[config.mk]
export PLATFORM = sky130hd
export DESIGN_NAME = go_back_n_sender
export DESIGN_NICKNAME = d
export VERILOG_FILES = /design/src/gbn_pkg.sv /design/src/go_back_n_sender.sv /design/src/gbn_ram.sv /design/src/gbn_fifo.sv /design/src/gbn_cfg.sv /design/src/gbn_front.sv /design/src/gbn_back.sv
export SDC_FILE = /design/constraint.sdc
export NUM_CORES = 1
export LEC_CHECK = 0
export BUFFER_PORTS_ARGS = -buffer_cell sky130_fd_sc_hd__buf_2
export CAP_MARGIN = 20
export CORE_UTILIZATION = 30
export CTS_BUF_LIST = sky130_fd_sc_hd__clkbuf_8
export CTS_CLUSTER_SIZE = 14
export DETAILED_ROUTE_END_ITERATION = 6
export HOLD_SLACK_MARGIN = 0.1
export SETUP_SLACK_MARGIN = 0.5
export SYNTH_ARGS = -nofsm -noshare
export SYNTH_HDL_FRONTEND = slang
export SYNTH_SLANG_ARGS = --single-unit
[constraint.sdc]
create_clock -name clk -period 12.6 [get_ports clk]
set_input_delay 2.52 -clock clk [delete_from_list [all_inputs] [get_ports clk]]
set_output_delay 2.52 -clock clk [all_outputs]
set_load 0.03 [all_outputs]
[src/gbn_pkg.sv]
// Shared types and constants of the go-back-N sender.
package gbn_pkg;

	localparam int ADDR_W = 4;
	localparam int DATA_W = 32;

	localparam logic [1:0] REG_WIN_LEN      = 2'd0;
	localparam logic [1:0] REG_FRAME_TOTAL  = 2'd1;
	localparam logic [1:0] REG_IMPAIR_FRAME = 2'd2;
	localparam logic [1:0] REG_IMPAIR_KIND  = 2'd3;

	localparam logic [1:0] IMP_ACK_LOSS = 2'd1;
	localparam logic [1:0] IMP_CORRUPT  = 2'd2;

	typedef enum logic [1:0] {
		ACT_START   = 2'd0,
		ACT_ACK     = 2'd1,
		ACT_TIMEOUT = 2'd2
	} act_t;

	typedef enum logic [2:0] {
		KIND_TRANSMIT   = 3'd0,
		KIND_DELIVERED  = 3'd1,
		KIND_UNEXPECTED = 3'd2,
		KIND_TIMEOUT    = 3'd3,
		KIND_IDLE       = 3'd4
	} kind_t;

	typedef enum logic [1:0] {
		CMD_START   = 2'd0,
		CMD_ACK     = 2'd1,
		CMD_TIMEOUT = 2'd2,
		CMD_NONE    = 2'd3
	} cmd_op_t;

	typedef struct packed {
		act_t       action;
		logic [4:0] ack_seq;
	} req_t;

	typedef struct packed {
		kind_t       kind;
		logic [4:0]  wire_seq;
		logic [15:0] frame_index;
		logic [15:0] attempt;
		logic        ack_loss_mark;
		logic        corrupted;
		logic [31:0] total_sent;
		logic        last;
	} rsp_t;

	typedef struct packed {
		cmd_op_t    op;
		logic [4:0] ack_seq;
	} cmd_t;

	typedef struct packed {
		logic [4:0]  win_len;
		logic [15:0] frame_total;
		logic [16:0] impair_frame;
		logic [1:0]  impair_kind;
	} cfg_t;

	typedef struct packed {
		logic [15:0] frame;
		logic [15:0] attempts;
	} ring_entry_t;

endpackage

[src/go_back_n_sender.sv]
// Top level of the go-back-N sender.
//
// Channel   Direction  Handshake                Payload
// request   in         push / full              req (action, ack_seq)
// result    out        pop / empty              rsp (kind ... last)
// config    in         psel, penable, pready    paddr, pwdata, prdata
//
// A status result (idle, finished or unknown action) passes through the done state.
// A start goes to the fill state, and on to the done state as well when it sends nothing.
// An ACK or timeout reads the ring head for the event state; a delivery then goes to the fill
// state, and to the done state too when it ends the session; a miss resends the full window.
// A request passes through the command queue and the sequencer state before its first result.
// A full result queue stalls the sequencer without losing state; two commands queue ahead.
module go_back_n_sender
	import gbn_pkg::*;
#(
	parameter int MAX_WINDOW = 16
) (
	input  logic              clk,
	input  logic              arst_n,
	input  logic              push,
	output logic              full,
	input  req_t              req,
	output logic              empty,
	input  logic              pop,
	output rsp_t              rsp,
	input  logic              psel,
	input  logic              penable,
	input  logic              pwrite,
	input  logic [ADDR_W-1:0] paddr,
	input  logic [DATA_W-1:0] pwdata,
	output logic [DATA_W-1:0] prdata,
	output logic              pready
);

	cfg_t                    cfg;
	logic                    cmd_valid;
	cmd_t                    cmd;
	logic                    cmd_pop;
	logic                    out_full;
	logic                    out_push;
	rsp_t                    out_data;
	logic [$bits(rsp_t)-1:0] rsp_raw;

	gbn_cfg u_cfg (
		.clk     (clk),
		.arst_n  (arst_n),
		.psel    (psel),
		.penable (penable),
		.pwrite  (pwrite),
		.paddr   (paddr),
		.pwdata  (pwdata),
		.prdata  (prdata),
		.pready  (pready),
		.cfg     (cfg)
	);

	gbn_front u_front (
		.clk       (clk),
		.arst_n    (arst_n),
		.push      (push),
		.req       (req),
		.full      (full),
		.cmd_valid (cmd_valid),
		.cmd       (cmd),
		.cmd_pop   (cmd_pop)
	);

	gbn_back #(
		.MAX_WINDOW (MAX_WINDOW)
	) u_back (
		.clk       (clk),
		.arst_n    (arst_n),
		.cfg       (cfg),
		.cmd_valid (cmd_valid),
		.cmd       (cmd),
		.cmd_pop   (cmd_pop),
		.out_full  (out_full),
		.out_push  (out_push),
		.out_data  (out_data)
	);

	gbn_fifo #(
		.WIDTH ($bits(rsp_t)),
		.DEPTH (2)
	) u_rsp_fifo (
		.clk     (clk),
		.arst_n  (arst_n),
		.wr_en   (out_push),
		.wr_data (out_data),
		.full    (out_full),
		.rd_en   (pop),
		.rd_data (rsp_raw),
		.empty   (empty)
	);

	assign rsp = rsp_t'(rsp_raw);

endmodule

[src/gbn_ram.sv]
// Generic single-write, single-read RAM with registered read data.
module gbn_ram #(
	parameter int WIDTH = 32,
	parameter int DEPTH = 16
) (
	input  logic                                     clk,
	input  logic                                     we,
	input  logic [(DEPTH > 1 ? $clog2(DEPTH) : 1)-1:0] waddr,
	input  logic [WIDTH-1:0]                         wdata,
	input  logic                                     re,
	input  logic [(DEPTH > 1 ? $clog2(DEPTH) : 1)-1:0] raddr,
	output logic [WIDTH-1:0]                         rdata
);

	logic [WIDTH-1:0] mem_q [DEPTH];

	always_ff @(posedge clk) begin
		if (we) begin
			mem_q[waddr] <= wdata;
		end
		if (re) begin
			rdata <= mem_q[raddr];
		end
	end

endmodule

[src/gbn_fifo.sv]
// Small register queue with full and empty flags.
module gbn_fifo #(
	parameter int WIDTH = 8,
	parameter int DEPTH = 2
) (
	input  logic             clk,
	input  logic             arst_n,
	input  logic             wr_en,
	input  logic [WIDTH-1:0] wr_data,
	output logic             full,
	input  logic             rd_en,
	output logic [WIDTH-1:0] rd_data,
	output logic             empty
);

	localparam int PW = (DEPTH > 1) ? $clog2(DEPTH) : 1;
	localparam int CW = $clog2(DEPTH + 1);

	logic [WIDTH-1:0] data_q [DEPTH];
	logic [PW-1:0]    wptr_q;
	logic [PW-1:0]    rptr_q;
	logic [CW-1:0]    count_q;
	logic             do_wr;
	logic             do_rd;

	assign full    = (count_q == CW'(DEPTH));
	assign empty   = (count_q == '0);
	assign do_wr   = wr_en && !full;
	assign do_rd   = rd_en && !empty;
	assign rd_data = data_q[rptr_q];

	always_ff @(posedge clk) begin
		if (do_wr) begin
			data_q[wptr_q] <= wr_data;
		end
	end

	always_ff @(posedge clk or negedge arst_n) begin
		if (!arst_n) begin
			wptr_q  <= '0;
			rptr_q  <= '0;
			count_q <= '0;
		end else begin
			if (do_wr) begin
				wptr_q <= (wptr_q == PW'(DEPTH - 1)) ? '0 : wptr_q + PW'(1);
			end
			if (do_rd) begin
				rptr_q <= (rptr_q == PW'(DEPTH - 1)) ? '0 : rptr_q + PW'(1);
			end
			if (do_wr && !do_rd) begin
				count_q <= count_q + CW'(1);
			end else if (do_rd && !do_wr) begin
				count_q <= count_q - CW'(1);
			end
		end
	end

endmodule

[src/gbn_cfg.sv]
// Configuration registers behind the APB-style port.
module gbn_cfg
	import gbn_pkg::*;
(
	input  logic              clk,
	input  logic              arst_n,
	input  logic              psel,
	input  logic              penable,
	input  logic              pwrite,
	input  logic [ADDR_W-1:0] paddr,
	input  logic [DATA_W-1:0] pwdata,
	output logic [DATA_W-1:0] prdata,
	output logic              pready,
	output cfg_t              cfg
);

	cfg_t       cfg_q;
	logic       wr;
	logic [1:0] idx;

	assign pready = 1'b1;
	assign wr     = psel && penable && pwrite;
	assign idx    = paddr[3:2];
	assign cfg    = cfg_q;

	always_ff @(posedge clk or negedge arst_n) begin
		if (!arst_n) begin
			cfg_q.win_len      <= 5'd4;
			cfg_q.frame_total  <= 16'd8;
			cfg_q.impair_frame <= 17'h1FFFF;
			cfg_q.impair_kind  <= 2'd0;
		end else if (wr) begin
			case (idx)
				REG_WIN_LEN:      cfg_q.win_len      <= pwdata[4:0];
				REG_FRAME_TOTAL:  cfg_q.frame_total  <= pwdata[15:0];
				REG_IMPAIR_FRAME: cfg_q.impair_frame <= pwdata[16:0];
				REG_IMPAIR_KIND:  cfg_q.impair_kind  <= pwdata[1:0];
				default: ;
			endcase
		end
	end

	always_comb begin
		case (idx)
			REG_WIN_LEN:      prdata = DATA_W'(cfg_q.win_len);
			REG_FRAME_TOTAL:  prdata = DATA_W'(cfg_q.frame_total);
			REG_IMPAIR_FRAME: prdata = DATA_W'(cfg_q.impair_frame);
			REG_IMPAIR_KIND:  prdata = DATA_W'(cfg_q.impair_kind);
			default:          prdata = '0;
		endcase
	end

endmodule

[src/gbn_front.sv]
// Front end: accepts input items, classifies them into commands and queues them.
module gbn_front
	import gbn_pkg::*;
(
	input  logic clk,
	input  logic arst_n,
	input  logic push,
	input  req_t req,
	output logic full,
	output logic cmd_valid,
	output cmd_t cmd,
	input  logic cmd_pop
);

	cmd_t                   cmd_in;
	logic                   cmd_empty;
	logic [$bits(cmd_t)-1:0] cmd_raw;

	always_comb begin
		cmd_in.ack_seq = req.ack_seq;
		case (req.action)
			ACT_START:   cmd_in.op = CMD_START;
			ACT_ACK:     cmd_in.op = CMD_ACK;
			ACT_TIMEOUT: cmd_in.op = CMD_TIMEOUT;
			default:     cmd_in.op = CMD_NONE;
		endcase
	end

	gbn_fifo #(
		.WIDTH ($bits(cmd_t)),
		.DEPTH (2)
	) u_cmd_fifo (
		.clk     (clk),
		.arst_n  (arst_n),
		.wr_en   (push),
		.wr_data (cmd_in),
		.full    (full),
		.rd_en   (cmd_pop),
		.rd_data (cmd_raw),
		.empty   (cmd_empty)
	);

	assign cmd_valid = !cmd_empty;
	assign cmd       = cmd_t'(cmd_raw);

endmodule

[src/gbn_back.sv]
// Back end: sequencer that runs commands against the frame ring and emits results.
module gbn_back
	import gbn_pkg::*;
#(
	parameter int MAX_WINDOW = 16
) (
	input  logic clk,
	input  logic arst_n,
	input  cfg_t cfg,
	input  logic cmd_valid,
	input  cmd_t cmd,
	output logic cmd_pop,
	input  logic out_full,
	output logic out_push,
	output rsp_t out_data
);

	localparam int SW = (MAX_WINDOW > 1) ? $clog2(MAX_WINDOW) : 1;
	localparam int OW = $clog2(MAX_WINDOW + 1);
	localparam int EW = (OW > 5) ? OW : 5;

	typedef enum logic [4:0] {
		ST_IDLE   = 5'b00001,
		ST_EVENT  = 5'b00010,
		ST_FILL   = 5'b00100,
		ST_RESEND = 5'b01000,
		ST_DONE   = 5'b10000
	} state_t;

	state_t        state_q, state_d;
	cmd_t          cmd_q;
	logic [SW-1:0] head_q, head_d;
	logic [OW-1:0] outst_q, outst_d;
	logic [15:0]   next_q, next_d;
	logic [31:0]   tx_q, tx_d;
	logic          active_q, active_d;
	logic [SW-1:0] rslot_q, rslot_d;
	logic [OW-1:0] cnt_q, cnt_d;

	logic          ram_we, ram_re;
	logic [SW-1:0] ram_waddr, ram_raddr;
	ring_entry_t   ram_wdata, ram_rdata;

	logic [EW-1:0] wz, weff;
	logic [4:0]    w5, mask;
	logic [OW:0]   fill_sum;
	logic [SW-1:0] fill_slot;
	logic          fill_ok, fill_more, fill_after;
	logic [4:0]    expect_seq;
	logic [15:0]   att_new;
	logic          hit;

	function automatic logic [SW-1:0] slot_inc(input logic [SW-1:0] s);
		return (s == SW'(MAX_WINDOW - 1)) ? '0 : s + SW'(1);
	endfunction

	function automatic rsp_t make_tx(
		input logic [15:0] idx,
		input logic [15:0] att,
		input logic [4:0]  msk,
		input cfg_t        c,
		input logic [31:0] total
	);
		rsp_t       r;
		logic [4:0] seq;
		logic       target;
		target = (att == 16'd1) && !c.impair_frame[16] && (idx == c.impair_frame[15:0]);
		seq    = idx[4:0] & msk;
		r               = '0;
		r.kind          = KIND_TRANSMIT;
		r.frame_index   = idx;
		r.attempt       = att;
		r.ack_loss_mark = target && (c.impair_kind == IMP_ACK_LOSS);
		r.corrupted     = target && (c.impair_kind == IMP_CORRUPT);
		r.wire_seq      = r.corrupted ? ((seq + 5'd1) & msk) : seq;
		r.total_sent    = total;
		return r;
	endfunction

	always_comb begin
		wz   = EW'(cfg.win_len);
		weff = (wz == '0) ? EW'(1) : ((wz > EW'(MAX_WINDOW)) ? EW'(MAX_WINDOW) : wz);
		w5   = weff[4:0];
		mask = w5 | (w5 >> 1) | (w5 >> 2) | (w5 >> 3) | (w5 >> 4);

		fill_sum  = (OW + 1)'(head_q) + (OW + 1)'(outst_q);
		if (fill_sum >= (OW + 1)'(MAX_WINDOW)) begin
			fill_sum = fill_sum - (OW + 1)'(MAX_WINDOW);
		end
		fill_slot = fill_sum[SW-1:0];

		fill_ok    = (EW'(outst_q) < weff) && (next_q < cfg.frame_total);
		fill_more  = (EW'(outst_q) + EW'(1) < weff) &&
			(17'(next_q) + 17'd1 < 17'(cfg.frame_total));
		fill_after = (EW'(outst_q) - EW'(1) < weff) && (next_q < cfg.frame_total);

		expect_seq = ram_rdata.frame[4:0] & mask;
		hit        = (cmd_q.op == CMD_ACK) && (cmd_q.ack_seq == expect_seq);
		att_new    = (ram_rdata.attempts == 16'hFFFF) ? 16'hFFFF
			: ram_rdata.attempts + 16'd1;
	end

	always_comb begin
		state_d   = state_q;
		head_d    = head_q;
		outst_d   = outst_q;
		next_d    = next_q;
		tx_d      = tx_q;
		active_d  = active_q;
		rslot_d   = rslot_q;
		cnt_d     = cnt_q;
		cmd_pop   = 1'b0;
		out_push  = 1'b0;
		out_data  = '0;
		ram_we    = 1'b0;
		ram_waddr = rslot_q;
		ram_wdata = '0;
		ram_re    = 1'b0;
		ram_raddr = head_q;

		case (state_q)
			ST_IDLE: begin
				if (cmd_valid) begin
					cmd_pop = 1'b1;
					case (cmd.op)
						CMD_START: begin
							head_d   = '0;
							outst_d  = '0;
							next_d   = '0;
							tx_d     = '0;
							active_d = 1'b1;
							state_d  = ST_FILL;
						end
						CMD_ACK, CMD_TIMEOUT: begin
							if (active_q && (outst_q != '0)) begin
								ram_re  = 1'b1;
								state_d = ST_EVENT;
							end else begin
								state_d = ST_DONE;
							end
						end
						default: state_d = ST_DONE;
					endcase
				end
			end
			ST_EVENT: begin
				if (!out_full) begin
					out_push             = 1'b1;
					out_data.wire_seq    = expect_seq;
					out_data.frame_index = ram_rdata.frame;
					out_data.attempt     = ram_rdata.attempts;
					out_data.total_sent  = tx_q;
					if (hit) begin
						out_data.kind = KIND_DELIVERED;
						out_data.last = !fill_after && (outst_q != OW'(1));
						head_d        = slot_inc(head_q);
						outst_d       = outst_q - OW'(1);
						state_d       = ST_FILL;
					end else begin
						out_data.kind = (cmd_q.op == CMD_ACK) ? KIND_UNEXPECTED
							: KIND_TIMEOUT;
						ram_re  = 1'b1;
						rslot_d = head_q;
						cnt_d   = '0;
						state_d = ST_RESEND;
					end
				end
			end
			ST_RESEND: begin
				if (!out_full) begin
					out_push           = 1'b1;
					out_data           = make_tx(ram_rdata.frame, att_new, mask, cfg,
						tx_q + 32'd1);
					out_data.last      = (cnt_q == outst_q - OW'(1));
					tx_d               = tx_q + 32'd1;
					ram_we             = 1'b1;
					ram_wdata.frame    = ram_rdata.frame;
					ram_wdata.attempts = att_new;
					if (cnt_q == outst_q - OW'(1)) begin
						state_d = ST_IDLE;
					end else begin
						ram_re    = 1'b1;
						ram_raddr = slot_inc(rslot_q);
						rslot_d   = slot_inc(rslot_q);
						cnt_d     = cnt_q + OW'(1);
					end
				end
			end
			ST_FILL: begin
				if (fill_ok) begin
					if (!out_full) begin
						out_push           = 1'b1;
						out_data           = make_tx(next_q, 16'd1, mask, cfg, tx_q + 32'd1);
						out_data.last      = !fill_more;
						tx_d               = tx_q + 32'd1;
						outst_d            = outst_q + OW'(1);
						next_d             = next_q + 16'd1;
						ram_we             = 1'b1;
						ram_waddr          = fill_slot;
						ram_wdata.frame    = next_q;
						ram_wdata.attempts = 16'd1;
						if (!fill_more) begin
							state_d = ST_IDLE;
						end
					end
				end else if (outst_q == '0) begin
					active_d = 1'b0;
					state_d  = ST_DONE;
				end else begin
					state_d = ST_IDLE;
				end
			end
			ST_DONE: begin
				if (!out_full) begin
					out_push            = 1'b1;
					out_data.kind       = KIND_IDLE;
					out_data.total_sent = tx_q;
					out_data.last       = 1'b1;
					state_d             = ST_IDLE;
				end
			end
			default: state_d = ST_IDLE;
		endcase
	end

	always_ff @(posedge clk) begin
		if (cmd_pop) begin
			cmd_q <= cmd;
		end
	end

	always_ff @(posedge clk or negedge arst_n) begin
		if (!arst_n) begin
			state_q  <= ST_IDLE;
			head_q   <= '0;
			outst_q  <= '0;
			next_q   <= '0;
			tx_q     <= '0;
			active_q <= 1'b0;
			rslot_q  <= '0;
			cnt_q    <= '0;
		end else begin
			state_q  <= state_d;
			head_q   <= head_d;
			outst_q  <= outst_d;
			next_q   <= next_d;
			tx_q     <= tx_d;
			active_q <= active_d;
			rslot_q  <= rslot_d;
			cnt_q    <= cnt_d;
		end
	end

	gbn_ram #(
		.WIDTH ($bits(ring_entry_t)),
		.DEPTH (MAX_WINDOW)
	) u_ring (
		.clk   (clk),
		.we    (ram_we),
		.waddr (ram_waddr),
		.wdata (ram_wdata),
		.re    (ram_re),
		.raddr (ram_raddr),
		.rdata (ram_rdata)
	);

endmodule
==> results of run 1 <==
## kinds of logic after synthesis
family	share of synthesized area, %
simple gates	7.19
xor+xnor	2.55
mux	11.1
flops	66.8
other cells	0.0205
compound gates	7.50
fa+ha+maj	2.10
buf+inv	2.73
## area by class of cell
cell class                 count  area share, %
inverter                      49          0.440
tap                         1612           4.82
multi-input combinational   1485           27.4
clock buffer                 140           4.61
timing repair buffer         184           2.62
clock inverter                96           1.49
antenna                        2         0.0120
sequential                   835           58.6
## registers in the layout, summed over array words and instances (netlist names), 2 cells and up
name                        count
u_back.cnt_q                    5
u_back.u_ring.rdata            32
u_back.tx_q                    32
u_back.outst_q                  5
u_rsp_fifo.data_q             150
u_back.cmd_q                    7
u_back.u_ring.mem_q           512
u_back.next_q                  16
u_cfg.cfg                      40
u_back.state_q                  5
u_front.u_cmd_fifo.data_q      14
u_back.head_q                   4
u_back.rslot_q                  4
u_front.u_cmd_fifo.count_q      2
u_rsp_fifo.count_q              2
## layout by cell type (no fill, tap or decap), types with 54 or more instances in the layout
cell	Yosys	layout
a21o_1	75	75
buf_2	31	125
buf_4	31	57
clkbuf_8	0	140
dfrtp_1	100	99
edfxtp_1	715	715
ha_1	60	60
inv_1	49	89
mux2_2	107	107
mux2i_1	275	275
nand2_1	109	107
nand3_1	96	96
nor2_1	82	69
o21ai_0	55	54
o22ai_1	136	136
xnor2_1	69	69
## per-layer routing
metal / vias up / share of wire (%) / GRT usage, %
li1: 9995 / - / -
met5: - / 0.026 / 0
met1: 11300 / 42 / 19.4
met2: 737 / 49 / 26.3
met3: 159 / 6.2 / 2.94
met4: 4 / 2.7 / 5.49
## power breakdown
group / switching, mW / leakage (nW) / internal [mW]
registers: 0.233 / 8.76 / 3.28
logic: 1.00 / 7.45 / 0.518
clock network: 1.08 / 1.45 / 1.16
total: 2.32 / 17.7 / 4.96
## worst max-delay path: cells and delay by family
family,cells,cell delay [ns]
AND/OR/NAND/NOR,2,0.94
buffers and inverters,2,0.46
AO/OA/AOI/OAI,1,0.15
## how the worst min path moves through the flow
stage                         startpoint                         to  slack [ns]  depth (start not counted)
6_report                 u_back.active_q            u_back.active_q        0.49                          2
3_3_place_gp             u_back.active_q            u_back.active_q        0.46                          2
5_1_grt        u_front.u_cmd_fifo.wptr_q  u_front.u_cmd_fifo.wptr_q        0.52                          1
3_5_place_dp             u_back.active_q            u_back.active_q        0.47                          2
4_1_cts                  u_back.active_q            u_back.active_q        0.49                          2
2_1_floorplan            u_back.active_q            u_back.active_q        0.45                          2
## through the flow
stage,worst slack (ns),area [µm²],hold slack [ns]
finish,5.99,41800,0.489
floorplan,6.31,36700,0.448
global route,5.88,41800,0.516
detailed placement,5.97,39200,0.470
CTS,5.97,41700,0.485
global placement,6.12,39200,0.462
==> flow_summary.toml, run 1 <==
[status]
outcome = "finished clean"

[sta]
period_needed_ns = 6.61
final.setup.tns_ns = 0
relSlewSlack_pct = 19.8
finalCritPeriodShare_pct = 52.4
slew_violations = 0
rsz0062_at_grt = "false"
skew_ns = 0.0398
finalSetupViolCount = 0
worst_pin_slew_ns = 1.20
timing.fmax_mhz = 151
finalHoldViolCount = 0

[clock_tree]
postCtsSetupRepairBufs = 0
htreeDepth = 4
postCtsResizedCells = 0
holdBufCountCts = 0
clk_pin_slew_ns = 0.06
cts_tree = "done"
cts_sinks = 835
numCtsBuffers = 134
clkLatencyLatePin_ns = 0.81
root_buffer = "clkbuf_8"
clockBufferDepth = 3

[grt]
grt_pass1_wl_mm = 141
grt_pass1_vias = 21700
track_usage_pct = 15.4
gr-total-overflow = 0
grt_max_degree = 138
antenna_found_initial = 3

[synthesis]
yosysWarnings = 0
yosysUniqueCellTypes = 78
synth_edf_count = 715
async_flop_share_pct = 14.4
ys_seq_area_share_pct = 66.8
synth_seq_cells = 835
netlist_area_mm2 = 0.0367
yosysMostFrequentCell = "edfxtp_1"
synth.top_cell.area_share_pct = 58.5
syn-instance-count = 2513
synth_top_area_cell = "edfxtp_1"
synth_area_leaders = "edfxtp_1 (59%), mux2i_1 (7.5%), dfrtp_1 (6.8%)"
synthFlopType = "edfxtp_1"
synth_top_cells_by_count = "edfxtp_1 (715), mux2i_1 (275), o22ai_1 (136), nand2_1 (109), mux2_2 (107)"
syn_avg_cell_area_um2 = 14.6

[worst_setup_path]
crit_type = "input port to output pin"
required_ns = 10.08
r2r_cells = 13
cp_cell_sequence = "buf_2, nor2b_1, nand2_1, o21ai_0, buf_2"
r2r_slack_ns = 7.02
end_kind = "output pin"
path_common_cell = "buf_2"
critPathMaxFanout = 14
setup.worst_path.end = "prdata[2]"
critical_path_arrival_ns = 4.09
slowest_delay_ns = 0.84
slowest_stage = "nor2b_1"
reg2reg_to = "u_back.u_ring.rdata[14]"
r2r-start = "u_back.outst_q[0]"
worstSetupStartpoint = "paddr[2]"
worstSetupStartpointType = "input port"

[pwr]
powerDensity_mw_per_mm2 = 174
power.total_mw = 7.28
power.ir.vdd_worst_mv = 0.156
leakage_nw = 17.7

[place]
portBuffers = 126
gp_congestion = 0.908
dp_cells = 4157
hpwl_mm = 56.8

[cells_and_area]
drive_gt1_share_pct = 19.4
regArea_mm2 = 0.0245
post-route-util_pct = 34.7
nets = 2800
syn_to_final_growth_pct = 14.0
instances_no_fill = 4403
multi_input_area_mm2 = 0.0115
fillers = 11600

[route]
drtIter0Drc = 1862
via_per_inst = 5.03
via_count = 22200
routedWlPerCell_um = 22.0
drtAntennaViolNets = 0
dr.pass1.iters = 5
drt-total-wl_mm = 96.8
drc_errors = 0

[floorplan]
die_y_um = 352
initial_core_util_pct = 30.4
fp.coreArea_mm2 = 0.121
io_pins = 160
die_area_mm2 = 0.124
rows = 127
fp.dieW_um = 352

[min_path]
hold_path_class = "flip-flop to flip-flop"

[flow_run]
drv_cap = 0
No activity file was read; power rests on OpenSTA's default activity.
==> run 2, diff against run 1 <==
--- a/config.mk
+++ b/config.mk
@@ -5,6 +5,7 @@
 export SDC_FILE = /design/constraint.sdc
 export NUM_CORES = 1
 export LEC_CHECK = 0
+export ABC_AREA = 1
 export BUFFER_PORTS_ARGS = -buffer_cell sky130_fd_sc_hd__buf_2
 export CAP_MARGIN = 20
 export CORE_UTILIZATION = 30
==> constraint.sdc (replaced) <==
create_clock -name clk -period 5.82 [get_ports clk]
set_input_delay 1.164 -clock clk [delete_from_list [all_inputs] [get_ports clk]]
set_output_delay 1.164 -clock clk [all_outputs]
set_load 0.03 [all_outputs]
==> run 2 against run 1 <==
  * Flip-flop and latch count unchanged
  * Critical path type is now flip-flop to flip-flop
  * Cell area grew 8.1%
  * Clock-buffer cell count is 5 higher
  * Synthesized cell count increased by 67%
  * Routed wire length rose by 7.5%
  * Sequential power increased by 110%
  * Critical endpoint is now u_back.u_ring.mem_q[15][23]
  * Core utilization fell by 0.37 points
==> flow_summary.toml, run 2 <==
[status]
outcome = "finished clean"

[grt]
track_usage_pct = 15.3
grt_max_degree = 124
gr-total-overflow = 0
grt_pass1_vias = 27500
grt_pass1_wl_mm = 161
antenna_found_initial = 1

[cells_and_area]
post-route-util_pct = 34.3
fillers = 13200
multi_input_area_mm2 = 0.0118
final_cell_mix = "nand2_1 (1222), inv_1 (795), edfxtp_1 (715)"
largest_reg_flops = 512
stdcell_area_mm2 = 0.0452
regArea_mm2 = 0.0245
drive_gt1_share_pct = 10.4
instances_no_fill = 6240
top_register = "u_back.u_ring.mem_q"
syn_to_final_growth_pct = 13.2
final_common_cell = "nand2_1"
nets = 4488

[route]
drt-total-wl_mm = 104
via_per_inst = 4.57
drtIter0Drc = 2359
dr.pass1.iters = 6
drc_errors = 0
routedWlPerCell_um = 16.7
via_count = 28500
drtAntennaViolNets = 0

[synthesis]
yosysUniqueCellTypes = 56
synthFlopType = "edfxtp_1"
ys_seq_area_share_pct = 61.3
yosysMostFrequentCell = "nand2_1"
yosysWarnings = 0
synth_edf_count = 715
synth_seq_cells = 835
synth_top_area_cell = "edfxtp_1"
synth.top_cell.area_share_pct = 53.8
syn_avg_cell_area_um2 = 9.49
syn-instance-count = 4207
synth_area_leaders = "edfxtp_1 (54%), nand2_1 (11%), inv_1 (7.1%)"
netlist_area_mm2 = 0.0399
async_flop_share_pct = 14.4
synth_top_cells_by_count = "nand2_1 (1222), inv_1 (751), edfxtp_1 (715), nand3_1 (539), nor2_1 (148)"

[worst_setup_path]
worstSetupStartpointType = "flip-flop"
critical_path_arrival_ns = 4.90
path_common_cell = "inv_1"
cp_top_family = "simple AND/OR/NAND/NOR gates"
r2r-start = "u_cfg.cfg[34]"
r2r_slack_ns = 1.39
crit_type = "flip-flop to flip-flop"
cp.buffers_inverters = 4
slowest_delay_ns = 0.65
critPathMaxFanout = 24
end_kind = "flip-flop"
required_ns = 6.29
cp_cell_sequence = "inv_1, ha_1, nand2_1, inv_1, nand3_1, inv_1, a21oi_1, nand3_4, nor2_4, nand2_2, o21ai_1, nand3_1, nor2_4, buf_12"
slowest_stage = "nor2_4"
r2r_cells = 14
reg2reg_to = "u_back.u_ring.mem_q[15][23]"

[clock_tree]
postCtsResizedCells = 0
root_buffer = "clkbuf_8"
cts_sinks = 835
cts_tree = "done"
clk_pin_slew_ns = 0.06
postCtsSetupRepairBufs = 0
holdBufCountCts = 0
clockBufferDepth = 3
clkLatencyLatePin_ns = 0.81
htreeDepth = 4
numCtsBuffers = 136

[sta]
period_needed_ns = 4.43
finalHoldWorstSlack_ns = 0.429
final.setup.tns_ns = 0
relSlewSlack_pct = 31.8
setup_slack_ns = 1.39
finalCritPeriodShare_pct = 76.2
finalSetupViolCount = 0
slew_violations = 0
skew_ns = 0.0369
timing.fmax_mhz = 226
worst_pin_slew_ns = 1.02
rsz0062_at_grt = "false"
finalHoldViolCount = 0

[pwr]
leakage_nw = 20.0
power.ir.vdd_worst_mv = 0.218
p_seq_share_pct = 46.3
p_sw_mw = 5.31
power.total_mw = 15.7
p_int_mw = 10.4
switching_share_pct = 33.8
powerDensity_mw_per_mm2 = 347
p_clk_share_pct = 30.1
power_frac_comb_pct = 23.6

[place]
pre_cts_ws_ns = 1.48
portBuffers = 126
dp_cells = 5989
hpwl_mm = 64.3
post_dp_cell_area_mm2 = 0.0426
gp_congestion = 0.902

[floorplan]
die_y_um = 367
rows = 133
io_pins = 160
fp.dieW_um = 367
die_area_mm2 = 0.135
fp.coreArea_mm2 = 0.132
initial_core_util_pct = 30.3

[flow_run]
drv_cap = 0

[min_path]
hold_path_class = "input port to asynchronous set/reset pin"
-- run 2: worst register-to-register path, delay by kind of cell (launching register included) --
kind | cells | cell delay (ns)
flip-flops | 1 | 0.38
adder cells (fa/ha/maj) | 1 | 0.26
AO/OA/AOI/OAI | 2 | 1.03
buffers and inverters | 4 | 0.50
AND/OR/NAND/NOR | 7 | 1.95
-- run 2: kinds of logic after synthesis --
| family | after synthesis | synth area share (%) |
|---|---|---|
| AO/OA/AOI/OAI | 284 | 4.05 |
| XOR/XNOR | 54 | 1.22 |
| adder cells (fa/ha/maj) | 61 | 1.93 |
| buffers and inverters | 942 | 9.84 |
| flip-flops | 835 | 61.3 |
| other | 2 | 0.0188 |
| AND/OR/NAND/NOR | 2029 | 21.6 |
-- run 2: power by group through the flow --
stage | clock network, mW | registers (mW) | logic (mW)
after global routing | 5.09 | 7.32 | 4.10
after floorplan | 0 | 7.31 | 2.57
final | 4.72 | 7.27 | 3.71
after detailed placement | 0 | 7.39 | 3.70
after CTS | 4.84 | 7.27 | 3.71
after global placement | 0 | 7.38 | 3.66
-- run 2: cell type report --
| type | count | share of cell area, % |
|---|---|---|
| antenna | 5 | 0.0277 |
| clock buffer | 145 | 4.41 |
| clock inverter | 96 | 1.04 |
| inverter | 759 | 6.30 |
| multi-input combinational | 2444 | 26.1 |
| sequential | 835 | 54.2 |
| tap | 1755 | 4.86 |
| timing repair buffer | 201 | 3.05 |
-- run 2: how the worst max path moves through the flow --
| stage | start | endpoint | slack, ns | cells past startpoint |
|---|---|---|---|---|
| 2_1_floorplan | u_cfg.cfg[39] | u_rsp_fifo.data_q[1][0] | 1.60 | 10 |
| 3_3_place_gp | u_cfg.cfg[30] | u_back.u_ring.mem_q[3][31] | 1.51 | 12 |
| 3_5_place_dp | u_cfg.cfg[34] | u_back.u_ring.mem_q[3][31] | 1.48 | 14 |
| 4_1_cts | u_cfg.cfg[34] | u_back.u_ring.mem_q[3][24] | 1.43 | 14 |
| 5_1_grt | u_back.next_q[9] | u_back.u_ring.mem_q[3][27] | 1.23 | 11 |
| 6_report | u_cfg.cfg[34] | u_back.u_ring.mem_q[15][23] | 1.39 | 14 |
-- run 2: routing by layer --
metal  up-vias  GRT usage, %  share of wire [%]
met3       195          2.65                5.6
met4         0          6.01                3.3
met2       845          25.5                 47
met1     13500          19.9                 44
met5         -             0                  0
li1      14000             -                  -
